==> config.mk <==
export PLATFORM = sky130hd
export DESIGN_NAME = infix_to_postfix_converter
export DESIGN_NICKNAME = d
export VERILOG_FILES = /design/src/rtl/core/itp_pkg.sv /design/src/rtl/core/itp_front.sv /design/src/rtl/core/itp_queue.sv /design/src/rtl/core/itp_back.sv /design/src/rtl/core/infix_to_postfix_converter.sv
export VERILOG_INCLUDE_DIRS = /design/src /design/src/rtl/core
export SDC_FILE = /design/constraint.sdc
export NUM_CORES = 1
export LEC_CHECK = 0
export ABC_AREA = 1
export BUFFER_PORTS_ARGS = -buffer_cell sky130_fd_sc_hd__buf_2
export CAP_MARGIN = 20
export CORE_MARGIN = 2
export CORE_UTILIZATION = 65
export DETAILED_ROUTE_END_ITERATION = 10
export GPL_ROUTABILITY_DRIVEN = 0
export PLACE_DENSITY = 0.89
export REMOVE_ABC_BUFFERS = 1
export SLEW_MARGIN = 5
export SYNTH_ARGS = -nofsm -noshare
export SYNTH_HDL_FRONTEND = slang
export SYNTH_HIERARCHICAL = 1
export SYNTH_SLANG_ARGS = --single-unit
==> constraint.sdc <==
create_clock -name clk_i -period 5.1 [get_ports clk_i]
set_clock_uncertainty 0.15 [all_clocks]
set_input_delay 0.255 -clock clk_i [delete_from_list [all_inputs] [get_ports clk_i]]
set_output_delay 0.255 -clock clk_i [all_outputs]
set_load 0.02 [all_outputs]
==> src/rtl/core/infix_to_postfix_converter_defines.svh <==
// -----------------------------------------------------------------------------
// Infix to postfix converter assertion macros
// Shared concurrent assertion forms, clocked on clk_i and idle in reset.
// -----------------------------------------------------------------------------
`ifndef INFIX_TO_POSTFIX_CONVERTER_DEFINES_SVH
`define INFIX_TO_POSTFIX_CONVERTER_DEFINES_SVH

// Property that must hold at every clock edge out of reset.
`define ITP_ASSERT(name, prop, msg) \
  name: assert property (@(posedge clk_i) disable iff (!rst_ni) (prop)) \
    else $error(msg);

// Consequent that must hold in the cycle after the antecedent.
`define ITP_ASSERT_NEXT(name, ante, cons, msg) \
  name: assert property (@(posedge clk_i) disable iff (!rst_ni) (ante) |=> (cons)) \
    else $error(msg);

`endif

==> src/rtl/core/itp_pkg.sv <==
// -----------------------------------------------------------------------------
// Infix to postfix converter package
// Token codes, result codes, precedence and the front-to-back command type.
// -----------------------------------------------------------------------------
package itp_pkg;

  // Fixed widths of the word fields
  localparam int unsigned FIELD_VALUE_W = 32;

  // Defaults for the top level parameters
  localparam int unsigned STACK_DEPTH_DEF = 32;
  localparam int unsigned VALUE_WIDTH_DEF = 32;

  // Command queue between front and back
  localparam int unsigned QUEUE_DEPTH = 2;

  // Input token types
  localparam logic REQ_OPERAND  = 1'b0;
  localparam logic REQ_OPERATOR = 1'b1;

  // Operator codes
  localparam logic [2:0] OP_MUL   = 3'd0;
  localparam logic [2:0] OP_DIV   = 3'd1;
  localparam logic [2:0] OP_ADD   = 3'd2;
  localparam logic [2:0] OP_SUB   = 3'd3;
  localparam logic [2:0] OP_OPEN  = 3'd4;
  localparam logic [2:0] OP_CLOSE = 3'd5;
  localparam logic [2:0] OP_END   = 3'd6;
  localparam logic [2:0] OP_POW   = 3'd7;

  // Result kinds
  localparam logic [1:0] KIND_OPERAND  = 2'd0;
  localparam logic [1:0] KIND_OPERATOR = 2'd1;
  localparam logic [1:0] KIND_END      = 2'd2;
  localparam logic [1:0] KIND_ERROR    = 2'd3;

  // Error codes
  localparam logic [1:0] ERR_NONE      = 2'd0;
  localparam logic [1:0] ERR_OVERFLOW  = 2'd1;
  localparam logic [1:0] ERR_UNMATCHED = 2'd2;

  // What the back end has to do with a word
  typedef enum logic [2:0] {
    CMD_OPERAND,
    CMD_BINARY,
    CMD_OPEN,
    CMD_CLOSE,
    CMD_END
  } cmd_kind_e;

  typedef struct packed {
    cmd_kind_e  kind;
    logic [2:0] op;
    logic [1:0] prec;
  } cmd_t;

  // Binding strength; zero for codes that are not binary operators
  function automatic logic [1:0] prec_of(logic [2:0] op);
    logic [1:0] p;
    case (op)
      OP_MUL, OP_DIV: p = 2'd2;
      OP_ADD, OP_SUB: p = 2'd1;
      OP_POW:         p = 2'd3;
      default:        p = 2'd0;
    endcase
    return p;
  endfunction

endpackage

==> src/rtl/core/itp_front.sv <==
// -----------------------------------------------------------------------------
// Infix to postfix converter front end
// Accepts token words and classifies them into back end commands.
// -----------------------------------------------------------------------------
module itp_front #(
  parameter int unsigned DATA_W = 32
) (
  input  logic                       in_valid_i,
  output logic                       in_stall_o,
  input  logic                       req_type_i,
  input  logic [DATA_W-1:0]          value_i,
  input  logic [2:0]                 op_code_i,
  input  logic                       q_full_i,
  output logic                       q_push_o,
  output itp_pkg::cmd_t              q_cmd_o,
  output logic [DATA_W-1:0]          q_value_o
);
  import itp_pkg::*;

  cmd_kind_e kind;

  always_comb begin
    if (req_type_i == REQ_OPERAND) begin
      kind = CMD_OPERAND;
    end else begin
      case (op_code_i)
        OP_OPEN:  kind = CMD_OPEN;
        OP_CLOSE: kind = CMD_CLOSE;
        OP_END:   kind = CMD_END;
        default:  kind = CMD_BINARY;
      endcase
    end
  end

  assign in_stall_o     = q_full_i;
  assign q_push_o       = in_valid_i && !q_full_i;
  assign q_cmd_o.kind   = kind;
  assign q_cmd_o.op     = op_code_i;
  assign q_cmd_o.prec   = prec_of(op_code_i);
  assign q_value_o      = value_i;

endmodule

==> src/rtl/core/itp_queue.sv <==
// -----------------------------------------------------------------------------
// Infix to postfix converter command queue
// Short FIFO that decouples the classifier from the stack engine.
// -----------------------------------------------------------------------------
module itp_queue #(
  parameter int unsigned DATA_W = 32
) (
  input  logic                clk_i,
  input  logic                rst_ni,
  input  logic                push_i,
  input  itp_pkg::cmd_t       push_cmd_i,
  input  logic [DATA_W-1:0]   push_value_i,
  output logic                full_o,
  input  logic                pop_i,
  output logic                valid_o,
  output itp_pkg::cmd_t       head_cmd_o,
  output logic [DATA_W-1:0]   head_value_o
);
  import itp_pkg::*;

  localparam int unsigned PW = (QUEUE_DEPTH > 1) ? $clog2(QUEUE_DEPTH) : 1;
  localparam int unsigned NW = $clog2(QUEUE_DEPTH + 1);

  cmd_t              cmd_q   [QUEUE_DEPTH];
  logic [DATA_W-1:0] value_q [QUEUE_DEPTH];
  logic [PW-1:0]     wr_ptr_q, rd_ptr_q;
  logic [NW-1:0]     cnt_q;
  logic              do_push, do_pop;

  assign full_o       = (cnt_q == NW'(QUEUE_DEPTH));
  assign valid_o      = (cnt_q != '0);
  assign head_cmd_o   = cmd_q[rd_ptr_q];
  assign head_value_o = value_q[rd_ptr_q];
  assign do_push      = push_i && !full_o;
  assign do_pop       = pop_i && valid_o;

  function automatic logic [PW-1:0] ptr_inc(logic [PW-1:0] p);
    return (p == PW'(QUEUE_DEPTH - 1)) ? '0 : p + PW'(1);
  endfunction

  always_ff @(posedge clk_i or negedge rst_ni) begin
    if (!rst_ni) begin
      wr_ptr_q <= '0;
      rd_ptr_q <= '0;
      cnt_q    <= '0;
    end else begin
      if (do_push) wr_ptr_q <= ptr_inc(wr_ptr_q);
      if (do_pop)  rd_ptr_q <= ptr_inc(rd_ptr_q);
      if (do_push && !do_pop)      cnt_q <= cnt_q + NW'(1);
      else if (do_pop && !do_push) cnt_q <= cnt_q - NW'(1);
    end
  end

  always_ff @(posedge clk_i) begin
    if (do_push) begin
      cmd_q[wr_ptr_q]   <= push_cmd_i;
      value_q[wr_ptr_q] <= push_value_i;
    end
  end

endmodule

==> src/rtl/core/itp_back.sv <==
// -----------------------------------------------------------------------------
// Infix to postfix converter back end
// Operator stack engine: one stack step per cycle into an output register, unless out stall holds it.
// -----------------------------------------------------------------------------
`include "infix_to_postfix_converter_defines.svh"

module itp_back #(
  parameter int unsigned DATA_W      = 32,
  parameter int unsigned STACK_DEPTH = 32
) (
  input  logic               clk_i,
  input  logic               rst_ni,
  input  logic               cmd_valid_i,
  input  itp_pkg::cmd_t      cmd_i,
  input  logic [DATA_W-1:0]  cmd_value_i,
  output logic               cmd_pop_o,
  output logic               out_valid_o,
  input  logic               out_stall_i,
  output logic [1:0]         out_kind_o,
  output logic [DATA_W-1:0]  out_value_o,
  output logic [2:0]         out_op_o,
  output logic [1:0]         error_code_o,
  output logic               last_o
);
  import itp_pkg::*;

  localparam int unsigned AW = $clog2(STACK_DEPTH);
  localparam int unsigned CW = $clog2(STACK_DEPTH + 1);

  // top_q is the top of stack, sub_q a registered copy of the entry below it;
  // the memory holds everything under the top.
  logic [2:0]    mem [STACK_DEPTH];
  logic [CW-1:0] count_q, count_d;
  logic [2:0]    top_q, sub_q;

  logic          ovalid_q;
  logic [1:0]    okind_q, oerr_q;
  logic [DATA_W-1:0] ovalue_q;
  logic [2:0]    oop_q;
  logic          olast_q;

  logic          has_top, has_sub, full, out_free;
  logic [1:0]    top_prec, sub_prec;
  logic          emit, do_push, do_pop, done, step_go, load;
  logic [1:0]    res_kind, res_err;
  logic [2:0]    res_op;
  logic          res_last;
  logic [CW-1:0] wr_addr, rd_addr;
  logic          wr_en;

  assign has_top  = (count_q != '0);
  assign has_sub  = (count_q > CW'(1));
  assign full     = (count_q == CW'(STACK_DEPTH));
  assign top_prec = prec_of(top_q);
  assign sub_prec = prec_of(sub_q);
  assign out_free = !ovalid_q || !out_stall_i;

  always_comb begin
    emit     = 1'b0;
    do_push  = 1'b0;
    do_pop   = 1'b0;
    done     = 1'b0;
    res_kind = KIND_OPERAND;
    res_err  = ERR_NONE;
    res_op   = '0;
    res_last = 1'b0;
    case (cmd_i.kind)
      CMD_OPERAND: begin
        emit     = 1'b1;
        res_last = 1'b1;
        done     = 1'b1;
      end
      CMD_OPEN: begin
        done = 1'b1;
        if (full) begin
          emit     = 1'b1;
          res_kind = KIND_ERROR;
          res_err  = ERR_OVERFLOW;
          res_last = 1'b1;
        end else begin
          do_push = 1'b1;
        end
      end
      CMD_BINARY: begin
        if (has_top && top_q != OP_OPEN && top_prec >= cmd_i.prec) begin
          // Last pop when the entry below will not pop; the push then succeeds
          emit     = 1'b1;
          do_pop   = 1'b1;
          res_kind = KIND_OPERATOR;
          res_op   = top_q;
          res_last = !(has_sub && sub_q != OP_OPEN && sub_prec >= cmd_i.prec);
        end else if (full) begin
          emit     = 1'b1;
          res_kind = KIND_ERROR;
          res_err  = ERR_OVERFLOW;
          res_last = 1'b1;
          done     = 1'b1;
        end else begin
          do_push = 1'b1;
          done    = 1'b1;
        end
      end
      CMD_CLOSE: begin
        if (!has_top) begin
          emit     = 1'b1;
          res_kind = KIND_ERROR;
          res_err  = ERR_UNMATCHED;
          res_last = 1'b1;
          done     = 1'b1;
        end else if (top_q == OP_OPEN) begin
          do_pop = 1'b1;
          done   = 1'b1;
        end else begin
          emit     = 1'b1;
          do_pop   = 1'b1;
          res_kind = KIND_OPERATOR;
          res_op   = top_q;
          res_last = has_sub && sub_q == OP_OPEN;
        end
      end
      CMD_END: begin
        if (!has_top) begin
          emit     = 1'b1;
          res_kind = KIND_END;
          res_last = 1'b1;
          done     = 1'b1;
        end else if (top_q == OP_OPEN) begin
          do_pop = 1'b1;
        end else begin
          emit     = 1'b1;
          do_pop   = 1'b1;
          res_kind = KIND_OPERATOR;
          res_op   = top_q;
        end
      end
      default: begin
        done = 1'b1;
      end
    endcase
  end

  assign step_go   = cmd_valid_i && (!emit || out_free);
  assign load      = step_go && emit;
  assign cmd_pop_o = step_go && done;

  always_comb begin
    count_d = count_q;
    if (step_go && do_push)     count_d = count_q + CW'(1);
    else if (step_go && do_pop) count_d = count_q - CW'(1);
  end

  // Old top spills into the memory on a push; the prefetch address follows the
  // new depth so sub_q is always the entry below the top.
  assign wr_en   = step_go && do_push && has_top;
  assign wr_addr = count_q - CW'(1);
  assign rd_addr = count_d - CW'(2);

  always_ff @(posedge clk_i or negedge rst_ni) begin
    if (!rst_ni) begin
      count_q  <= '0;
      ovalid_q <= 1'b0;
    end else begin
      count_q <= count_d;
      if (load)            ovalid_q <= 1'b1;
      else if (!out_stall_i) ovalid_q <= 1'b0;
    end
  end

  always_ff @(posedge clk_i) begin
    if (wr_en) mem[wr_addr[AW-1:0]] <= top_q;
    if (wr_en && wr_addr == rd_addr) sub_q <= top_q;
    else                             sub_q <= mem[rd_addr[AW-1:0]];
    if (step_go && do_push)     top_q <= cmd_i.op;
    else if (step_go && do_pop) top_q <= sub_q;
    if (load) begin
      okind_q  <= res_kind;
      oerr_q   <= res_err;
      oop_q    <= res_op;
      olast_q  <= res_last;
      ovalue_q <= (res_kind == KIND_OPERAND) ? cmd_value_i : '0;
    end
  end

  assign out_valid_o  = ovalid_q;
  assign out_kind_o   = okind_q;
  assign out_value_o  = ovalue_q;
  assign out_op_o     = oop_q;
  assign error_code_o = oerr_q;
  assign last_o       = olast_q;

  `ITP_ASSERT(a_count_bound, count_q <= CW'(STACK_DEPTH), "stack count above depth")
  `ITP_ASSERT(a_overflow_full, (load && res_err == ERR_OVERFLOW) |-> full, "overflow while not full")
  `ITP_ASSERT(a_unmatched_empty, (load && res_err == ERR_UNMATCHED) |-> !has_top, "unmatched with entries")
  `ITP_ASSERT_NEXT(a_end_empty, load && res_kind == KIND_END, count_q == '0, "stack not empty after end")
  `ITP_ASSERT_NEXT(a_push_count, step_go && do_push, count_q == $past(count_q) + CW'(1), "push lost")

endmodule

==> src/rtl/core/infix_to_postfix_converter.sv <==
// -----------------------------------------------------------------------------
// Infix to postfix converter
// Shunting-yard conversion of an infix token stream into postfix order.
// -----------------------------------------------------------------------------
// Token words enter on the in channel and are classified and queued (two
// entries), so the input keeps flowing while the stack engine works. The engine
// does one stack step per cycle: operands pass, '(' is pushed, an operator pops
// equal or stronger ones above the nearest '(' and is pushed, ')' pops down
// to its '(' and drops it, '#' flushes the stack, dropping any '('. Each word
// yields at most one result per cycle and the final result of a token has last_o
// set; ')' that closes an empty group yields no result. Results leave through
// an output register; stall on the out channel only holds the engine once it
// needs to emit. Stack overflow and a ')' without '(' give an error result.
// -----------------------------------------------------------------------------
module infix_to_postfix_converter #(
  parameter int unsigned STACK_DEPTH = itp_pkg::STACK_DEPTH_DEF,
  parameter int unsigned VALUE_WIDTH = itp_pkg::VALUE_WIDTH_DEF
) (
  input  logic                               clk_i,
  input  logic                               rst_ni,
  // token words
  input  logic                               in_valid_i,
  output logic                               in_stall_o,
  input  logic                               req_type_i,
  input  logic [itp_pkg::FIELD_VALUE_W-1:0]  operand_value_i,
  input  logic [2:0]                         op_code_i,
  // result words
  output logic                               out_valid_o,
  input  logic                               out_stall_i,
  output logic [1:0]                         out_kind_o,
  output logic [itp_pkg::FIELD_VALUE_W-1:0]  out_value_o,
  output logic [2:0]                         out_op_o,
  output logic [1:0]                         error_code_o,
  output logic                               last_o
);
  import itp_pkg::*;

  // Operand bits carried internally; anything above is dropped
  localparam int unsigned DW = (VALUE_WIDTH < FIELD_VALUE_W) ? VALUE_WIDTH : FIELD_VALUE_W;

  logic          q_push, q_full, q_valid, q_pop;
  cmd_t          f_cmd, h_cmd;
  logic [DW-1:0] f_value, h_value, o_value;

  itp_front #(
    .DATA_W (DW)
  ) u_front (
    .in_valid_i (in_valid_i),
    .in_stall_o (in_stall_o),
    .req_type_i (req_type_i),
    .value_i    (operand_value_i[DW-1:0]),
    .op_code_i  (op_code_i),
    .q_full_i   (q_full),
    .q_push_o   (q_push),
    .q_cmd_o    (f_cmd),
    .q_value_o  (f_value)
  );

  itp_queue #(
    .DATA_W (DW)
  ) u_queue (
    .clk_i        (clk_i),
    .rst_ni       (rst_ni),
    .push_i       (q_push),
    .push_cmd_i   (f_cmd),
    .push_value_i (f_value),
    .full_o       (q_full),
    .pop_i        (q_pop),
    .valid_o      (q_valid),
    .head_cmd_o   (h_cmd),
    .head_value_o (h_value)
  );

  itp_back #(
    .DATA_W      (DW),
    .STACK_DEPTH (STACK_DEPTH)
  ) u_back (
    .clk_i        (clk_i),
    .rst_ni       (rst_ni),
    .cmd_valid_i  (q_valid),
    .cmd_i        (h_cmd),
    .cmd_value_i  (h_value),
    .cmd_pop_o    (q_pop),
    .out_valid_o  (out_valid_o),
    .out_stall_i  (out_stall_i),
    .out_kind_o   (out_kind_o),
    .out_value_o  (o_value),
    .out_op_o     (out_op_o),
    .error_code_o (error_code_o),
    .last_o       (last_o)
  );

  assign out_value_o = FIELD_VALUE_W'(o_value);

endmodule

After elaboration in Yosys (flattened, before gate mapping)
Memories as Yosys holds them, arrays and structs flattened. A register that Yosys moved wholly into a read port is not among the register bits.
Index checks and enable logic that the tools add are counted.
- add/sub/neg operators: 7
- multipliers: 0
- divide/modulo/power cells: 0
- $lt $le $gt $ge: 3
- equal/unequal tests: 26
- shifts and indexed selects: 0
- mux-type cells: 53
- bitwise gates (word level): 0
- reductions and logical operators: 42
- operators with widths (operator ; count):
    $eq A3 B3 Y1 const B ; 9
    $mux W1 ; 25
    $eq A3 B2 Y1 const B ; 8
    $pmux W2 S3 ; 4
    $mux W3 ; 6
    $logic_and A1 B1 Y1 ; 16
    $mux W2 ; 8
    $reduce_or A2 Y1 ; 7
    $eq A3 B1 Y1 const B ; 4
    $logic_not A3 Y1 ; 4
    $mux W6 ; 2
    $pmux W3 S3 ; 1
    $logic_not A1 Y1 ; 8
    $pmux W2 S4 ; 1
    $add A6 B1 Y6 const B ; 1
    $eq A6 B6 Y1 const B ; 1
    $gt A6 B1 Y1 const B ; 1
    $ne A3 B3 Y1 const B ; 2
    $pmux W3 S2 ; 1
    $reduce_bool A2 Y1 ; 3
    $reduce_bool A6 Y1 ; 1
    $sub A6 B1 Y6 const B ; 1
    $sub A6 B2 Y6 const B ; 1
    $pmux W1 S5 ; 1
    11 further kinds ; 15
- register bits after elaboration: 22
- latch bits: 0
- bits in writable memories: 176
- bits in read-only memories: 0
- input bits: 40
- output and inout port bits: 42
- word-level logic and storage cells: 144
- memories kept: 3
- memories (name ; words ; bits a word ; read ports ; clocked after Yosys merged registers in ; write ports ; RTL line ; text):
    u_back.mem ; 32 ; 3 ; 1 ; 1 ; 1 ; itp_back.sv:32 ; logic [2:0] mem [STACK_DEPTH];
    u_queue.value_q ; 2 ; 32 ; 1 ; 1 ; 1 ; itp_queue.sv:25 ; logic [DATA_W-1:0] value_q [QUEUE_DEPTH];
    u_queue.cmd_q ; 2 ; 8 ; 1 ; 0 ; 1 ; itp_queue.sv:24 ; cmd_t cmd_q [QUEUE_DEPTH];

Logic depth before layout (Yosys ltp)
- depth in word-level cells: 15
- mapped depth: 23
- mapped depth without buffers: 21

Cells and area by module
The synthesis kept the hierarchy.
- modules (own cells, without submodules) (module ; instances ; cells each ; area each (um2) ; sequential area each (um2)):
    itp_back ; 1 ; 614 ; 6879.1 ; 4449.3
    itp_queue ; 1 ; 241 ; 3624.7 ; 2502.4
    itp_front ; 1 ; 50 ; 336.6 ; 0.0

Worst setup path after synthesis
Ideal clock, no wire load.
- kind: reg-to-reg
- start: reg u_back.top_q[1]
- end: reg u_back.oerr_q[0], in the netlist u_back/error_code_o[0], enable pin
- library setup time: 0.394 ns
- arrival time: 2.630 ns
- required time: 4.556 ns
- slack: 1.926 ns
- stages on the path, launching flop included: 11
- path buffers: 0
- clock period less this slack: 3.174 ns
- path through: edfxtp_1 o21ai_0 ha_1 nand2_1 nand3_1 nand3_4 nand2_1 nand2_2 nand2_4 nand3_1 inv_1
- cells in the longest elaborated chain, start to end: 11
- elaborated cells between the ends (all ways): 21
- classes of those cells: 1 x order compare; 6 x eq/ne; 5 x mux; 9 x reduce/logical
- RTL lines (what ; RTL line ; text):
    start: declaration ; itp_back.sv:34 ; logic [2:0] top_q, sub_q;
    start signal: assignment ; itp_back.sv:173 ; if (step_go && do_push) top_q <= cmd_i.op;
    start signal: assignment ; itp_back.sv:174 ; else if (step_go && do_pop) top_q <= sub_q;
    $eq A3 B2 Y1 (tied with other cells) ; itp_pkg.sv:60 ; case (op)
    $reduce_or A2 Y1 ; itp_pkg.sv:60 ;
    $pmux W2 S3 ; itp_pkg.sv:60 ;
    $ge A2 B2 Y1 ; itp_back.sv:85 ; if (has_top && top_q != OP_OPEN && top_prec >= cmd_i.prec) begin
    $logic_and A1 B1 Y1 ; itp_back.sv:85 ;
    $mux W1 ; itp_back.sv:85 ;
    $pmux W1 S4 * ; itp_back.sv:67 ; case (cmd_i.kind)
    $logic_not A1 Y1 ; itp_back.sv:142 ; assign step_go = cmd_valid_i && (!emit || out_free);
    $logic_or A1 B1 Y1 ; itp_back.sv:142 ;
    $logic_and A1 B1 Y1 ; itp_back.sv:142 ;
    $logic_and A1 B1 Y1 * ; itp_back.sv:143 ; assign load = step_go && emit;
    via u_back.load ; itp_back.sv:44 ; logic emit, do_push, do_pop, done, step_go, load;
    end signal: assignment ; itp_back.sv:177 ; oerr_q <= res_err;
    end: declaration ; itp_back.sv:37 ; logic [1:0] okind_q, oerr_q;
The timed path passes the listed nets; every way through them passes the cells marked *.
A chain may end at the register's enable or synchronous reset.

==> metrics <==
Tot GR Track Use 0.295; latest clock arrival within the worst-skew pair 0.53 ns; CTS tree yes; first-pass GRT wire length 39,600 um; vias per cell 5.86; drt drc 0; Post-synth EDFFs roughly 220; Initial Utilization 0.658; failing checks negative hold slack; Distinct cells, synth 45; Routed Antenna Nets 0; run status complete, but fails checks; Yosys top cell area share 0.607; Critical Path RT 5.11 ns; share of layout cells above drive strength 1 0.253; final net count 1,047; initial antenna violation count 0; logic gate share of total power 0.425; area grow syn2layout 14.0%; vias in the first global route 7,273; Worst VDD drop 808 uV; Worst Setup End Kind flop; met1 Use GR 0.353; nature of the critical path startpoint flop; CTS max path bufs 3; sequential power share 0.360; gr busiest metal met2; Mean Syn Cell Area 12.0 um2; crit path time final 3.90 ns; Post-synth top flop edfxtp_1; Slew Viols, Final 0; Resize count post-CTS 0; final core utilization 0.751; GR Util met3 0.0381; Worst path slowest cell dfrtp_1; CTS clk-pin slew, worst paths 0.06 ns; top-level I/O count 82; net switching power 3780 uW; fill cell count 919; clock power share 0.216; synthesized instance count 905; routed via count just over 7k; fmax 0.256 GHz; Die X 133 um; total gr overflow 0; #FFs+latches synth ~240; Power Dens Cells 720 nW/um2; asr flop ratio synth 0.0468; total wire length 25,900 um; normalized max-slew margin 0.234; crit path max fanout 22; Top delay family on crit path compound AO/OA/AOI/OAI gates; CTS Sinks 235; Pleak between 0.004 and 0.005 uW; HPWL after DPL 14,500 um; RSZ-0062 raised after global routing no; Worst Max-Slew Pin Slew roughly 1.1 ns; Hold WC Path Type in2async; row count 47; Iter 0 DRT Violations 1,223; Sw Share 0.425; final period utilization 0.765; pre-CTS setup slack 1.49 ns; GR Layer Usage met2 0.535; largest cells by area after synthesis edfxtp_1 (61%), nand2_4 (4.8%), nor2_1 (4.6%); H-tree Lvls 1; Fin. Hold Viols 11; WS Path Type reg2reg; setup TNS 0 ns; DIE AREA 17,700 um2; Data arrival, critical path 3.91 ns; CTS Buf Count 25; internal power ~5100 uW; Placed Cells incl. Taps 1,148; hold slack -0.0143 ns; maxcap violations 0; Yosys top cell by area edfxtp_1; Post-CTS Setup Bufs 0; antenna diode count 0; clock tree root buffer cell clkbuf_16; CP bufs+invs 2; critical path, cell by cell nand2_1, nand2_2, inv_1, ha_1, nand2_1, nand3_1, nand3_4, o21ai_2, inv_1, a2111oi_0; most frequent cells in the layout edfxtp_1 (219), nor2_1 (132), nand2_1 (107); Final Setup Violations 0; synthesized area 10,800 um2; Max stage delay on crit path 0.91 ns; die height 133 um; Port Buf Inserts 81; final cell count without fillers 1,233; Detailed Routing Iterations Pass 1 5; Setup WS post-layout 1.20 ns; commonest non-fill, non-tap cell in the layout edfxtp_1; WL/cell approximately 21 um; largest net degree at the start of global routing 49; Ys Warns 6; Core Box Area 16,500 um2; Seq/Total Area, Yosys 0.641
[logic make-up after synthesis]
kind of cell | Yosys count | share of synthesized area
AO/OA/AOI/OAI | 101 | 0.0563
XOR/XNOR | 10 | 0.00808
adder cells (fa/ha/maj) | 13 | 0.0150
buffers and inverters | 150 | 0.0776
flip-flops | 235 | 0.641
AND/OR/NAND/NOR | 396 | 0.202
[what timing repair did]
item | CTS | global route
setup endpoints to repair | 0 | 0
hold buffers | 38 | 0
endpoints found under the hold margin | 88 | 0
[area by class of cell]
| class | count | area [um2] | area share |
|---|---|---|---|
| sequential | 235 | 6950 | 0.563 |
| clock inverter | 17 | 231 | 0.0187 |
| tap | 220 | 275 | 0.0223 |
| inverter | 80 | 308 | 0.0249 |
| clock buffer | 29 | 641 | 0.0518 |
| timing repair buffer | 132 | 896 | 0.0725 |
| multi-input combinational | 520 | 3060 | 0.247 |
[power groups by stage]
stage	logic, uW	registers, uW	clock network [uW]
after floorplan	2160	3500	0
after global placement	3370	3190	0
after detailed placement	3540	3210	0
after CTS	3640	3180	1910
after global routing	4070	3230	2010
final	3780	3200	1920
[sequential cells by signal, summed over array words and instances, names as in the netlist, 2 cells and up, named ones only]
register,flops
u_back/top_q,3
u_back/out_kind_o,2
u_back/out_value_o,32
u_queue/cmd_q,16
u_queue/value_q,64
u_back/count_q,5
u_back/mem,96
u_queue/cnt_q,2
u_back/error_code_o,2
u_back/out_op_o,3
[routing by layer]
layer	vias to the layer above	part of all wire	wire length (um)
li1	3213	-	-
met1	3426	0.34	8760
met2	470	0.53	13800
met3	113	0.075	1950
met4	0	0.054	1400
met5	-	0	0
[cells in the mapped netlist (2+ instances only)]
| cell type | count |
|---|---|
| a21oi_1 | 5 |
| a21oi_2 | 2 |
| a31oi_1 | 5 |
| buf_12 | 5 |
| buf_2 | 10 |
| buf_4 | 38 |
| buf_6 | 3 |
| clkbuf_1 | 11 |
| clkbuf_4 | 3 |
| dfrtp_1 | 11 |
| dfxtp_1 | 5 |
| edfxtp_1 | 219 |
| ha_1 | 13 |
| inv_1 | 72 |
| inv_2 | 7 |
| nand2_1 | 107 |
| nand2_2 | 48 |
| nand2_4 | 46 |
| nand3_1 | 34 |
| nand3_4 | 4 |
| nand4_1 | 5 |
| nor2_1 | 133 |
| nor2_2 | 3 |
| nor2_4 | 3 |
| nor2_8 | 3 |
| nor3_1 | 3 |
| nor3_2 | 2 |
| o21ai_0 | 56 |
| o21ai_1 | 2 |
| o221ai_1 | 12 |
| o22ai_1 | 11 |
| or2_1 | 3 |
| xnor2_1 | 3 |
| xor2_1 | 7 |
[stage by stage]
| stage | power, uW | hold slack (ns) | cell area [um2] |
|---|---|---|---|
| finish | 8900 | -0.0143 | 12400 |
| global route | 9310 | 0.00767 | 12400 |
| CTS | 8740 | 0.00483 | 12300 |
| detailed placement | 6750 | -0.00429 | 11100 |
| global placement | 6570 | -0.00484 | 11100 |
| floorplan | 5660 | -0.191 | 10300 |
[final timing paths]
path | cells after the start | to | start | slack, ns
min in group clk_i | 7 | u_queue/wr_ptr_q$_DFFE_PN0P_ | in_valid_i | 0.10
worst max register to register | 10 | u_back/out_op_o[2]$_DFFE_PP_ | u_queue/rd_ptr_q$_DFFE_PN0P_ | 1.20
worst max-delay path | 10 | u_back/out_op_o[2]$_DFFE_PP_ | u_queue/rd_ptr_q$_DFFE_PN0P_ | 1.20
worst min register to register | 2 | u_queue/cnt_q[1]$_DFFE_PN0P_ | u_queue/cnt_q[1]$_DFFE_PN0P_ | 0.36
worst min-delay path | 2 | u_back/count_q[1]$_DFF_PN0_ | rst_ni | -0.01
max in group asynchronous | 2 | u_back/count_q[4]$_DFF_PN0_ | rst_ni | 4.60
(Power assumes the default switching activity.)
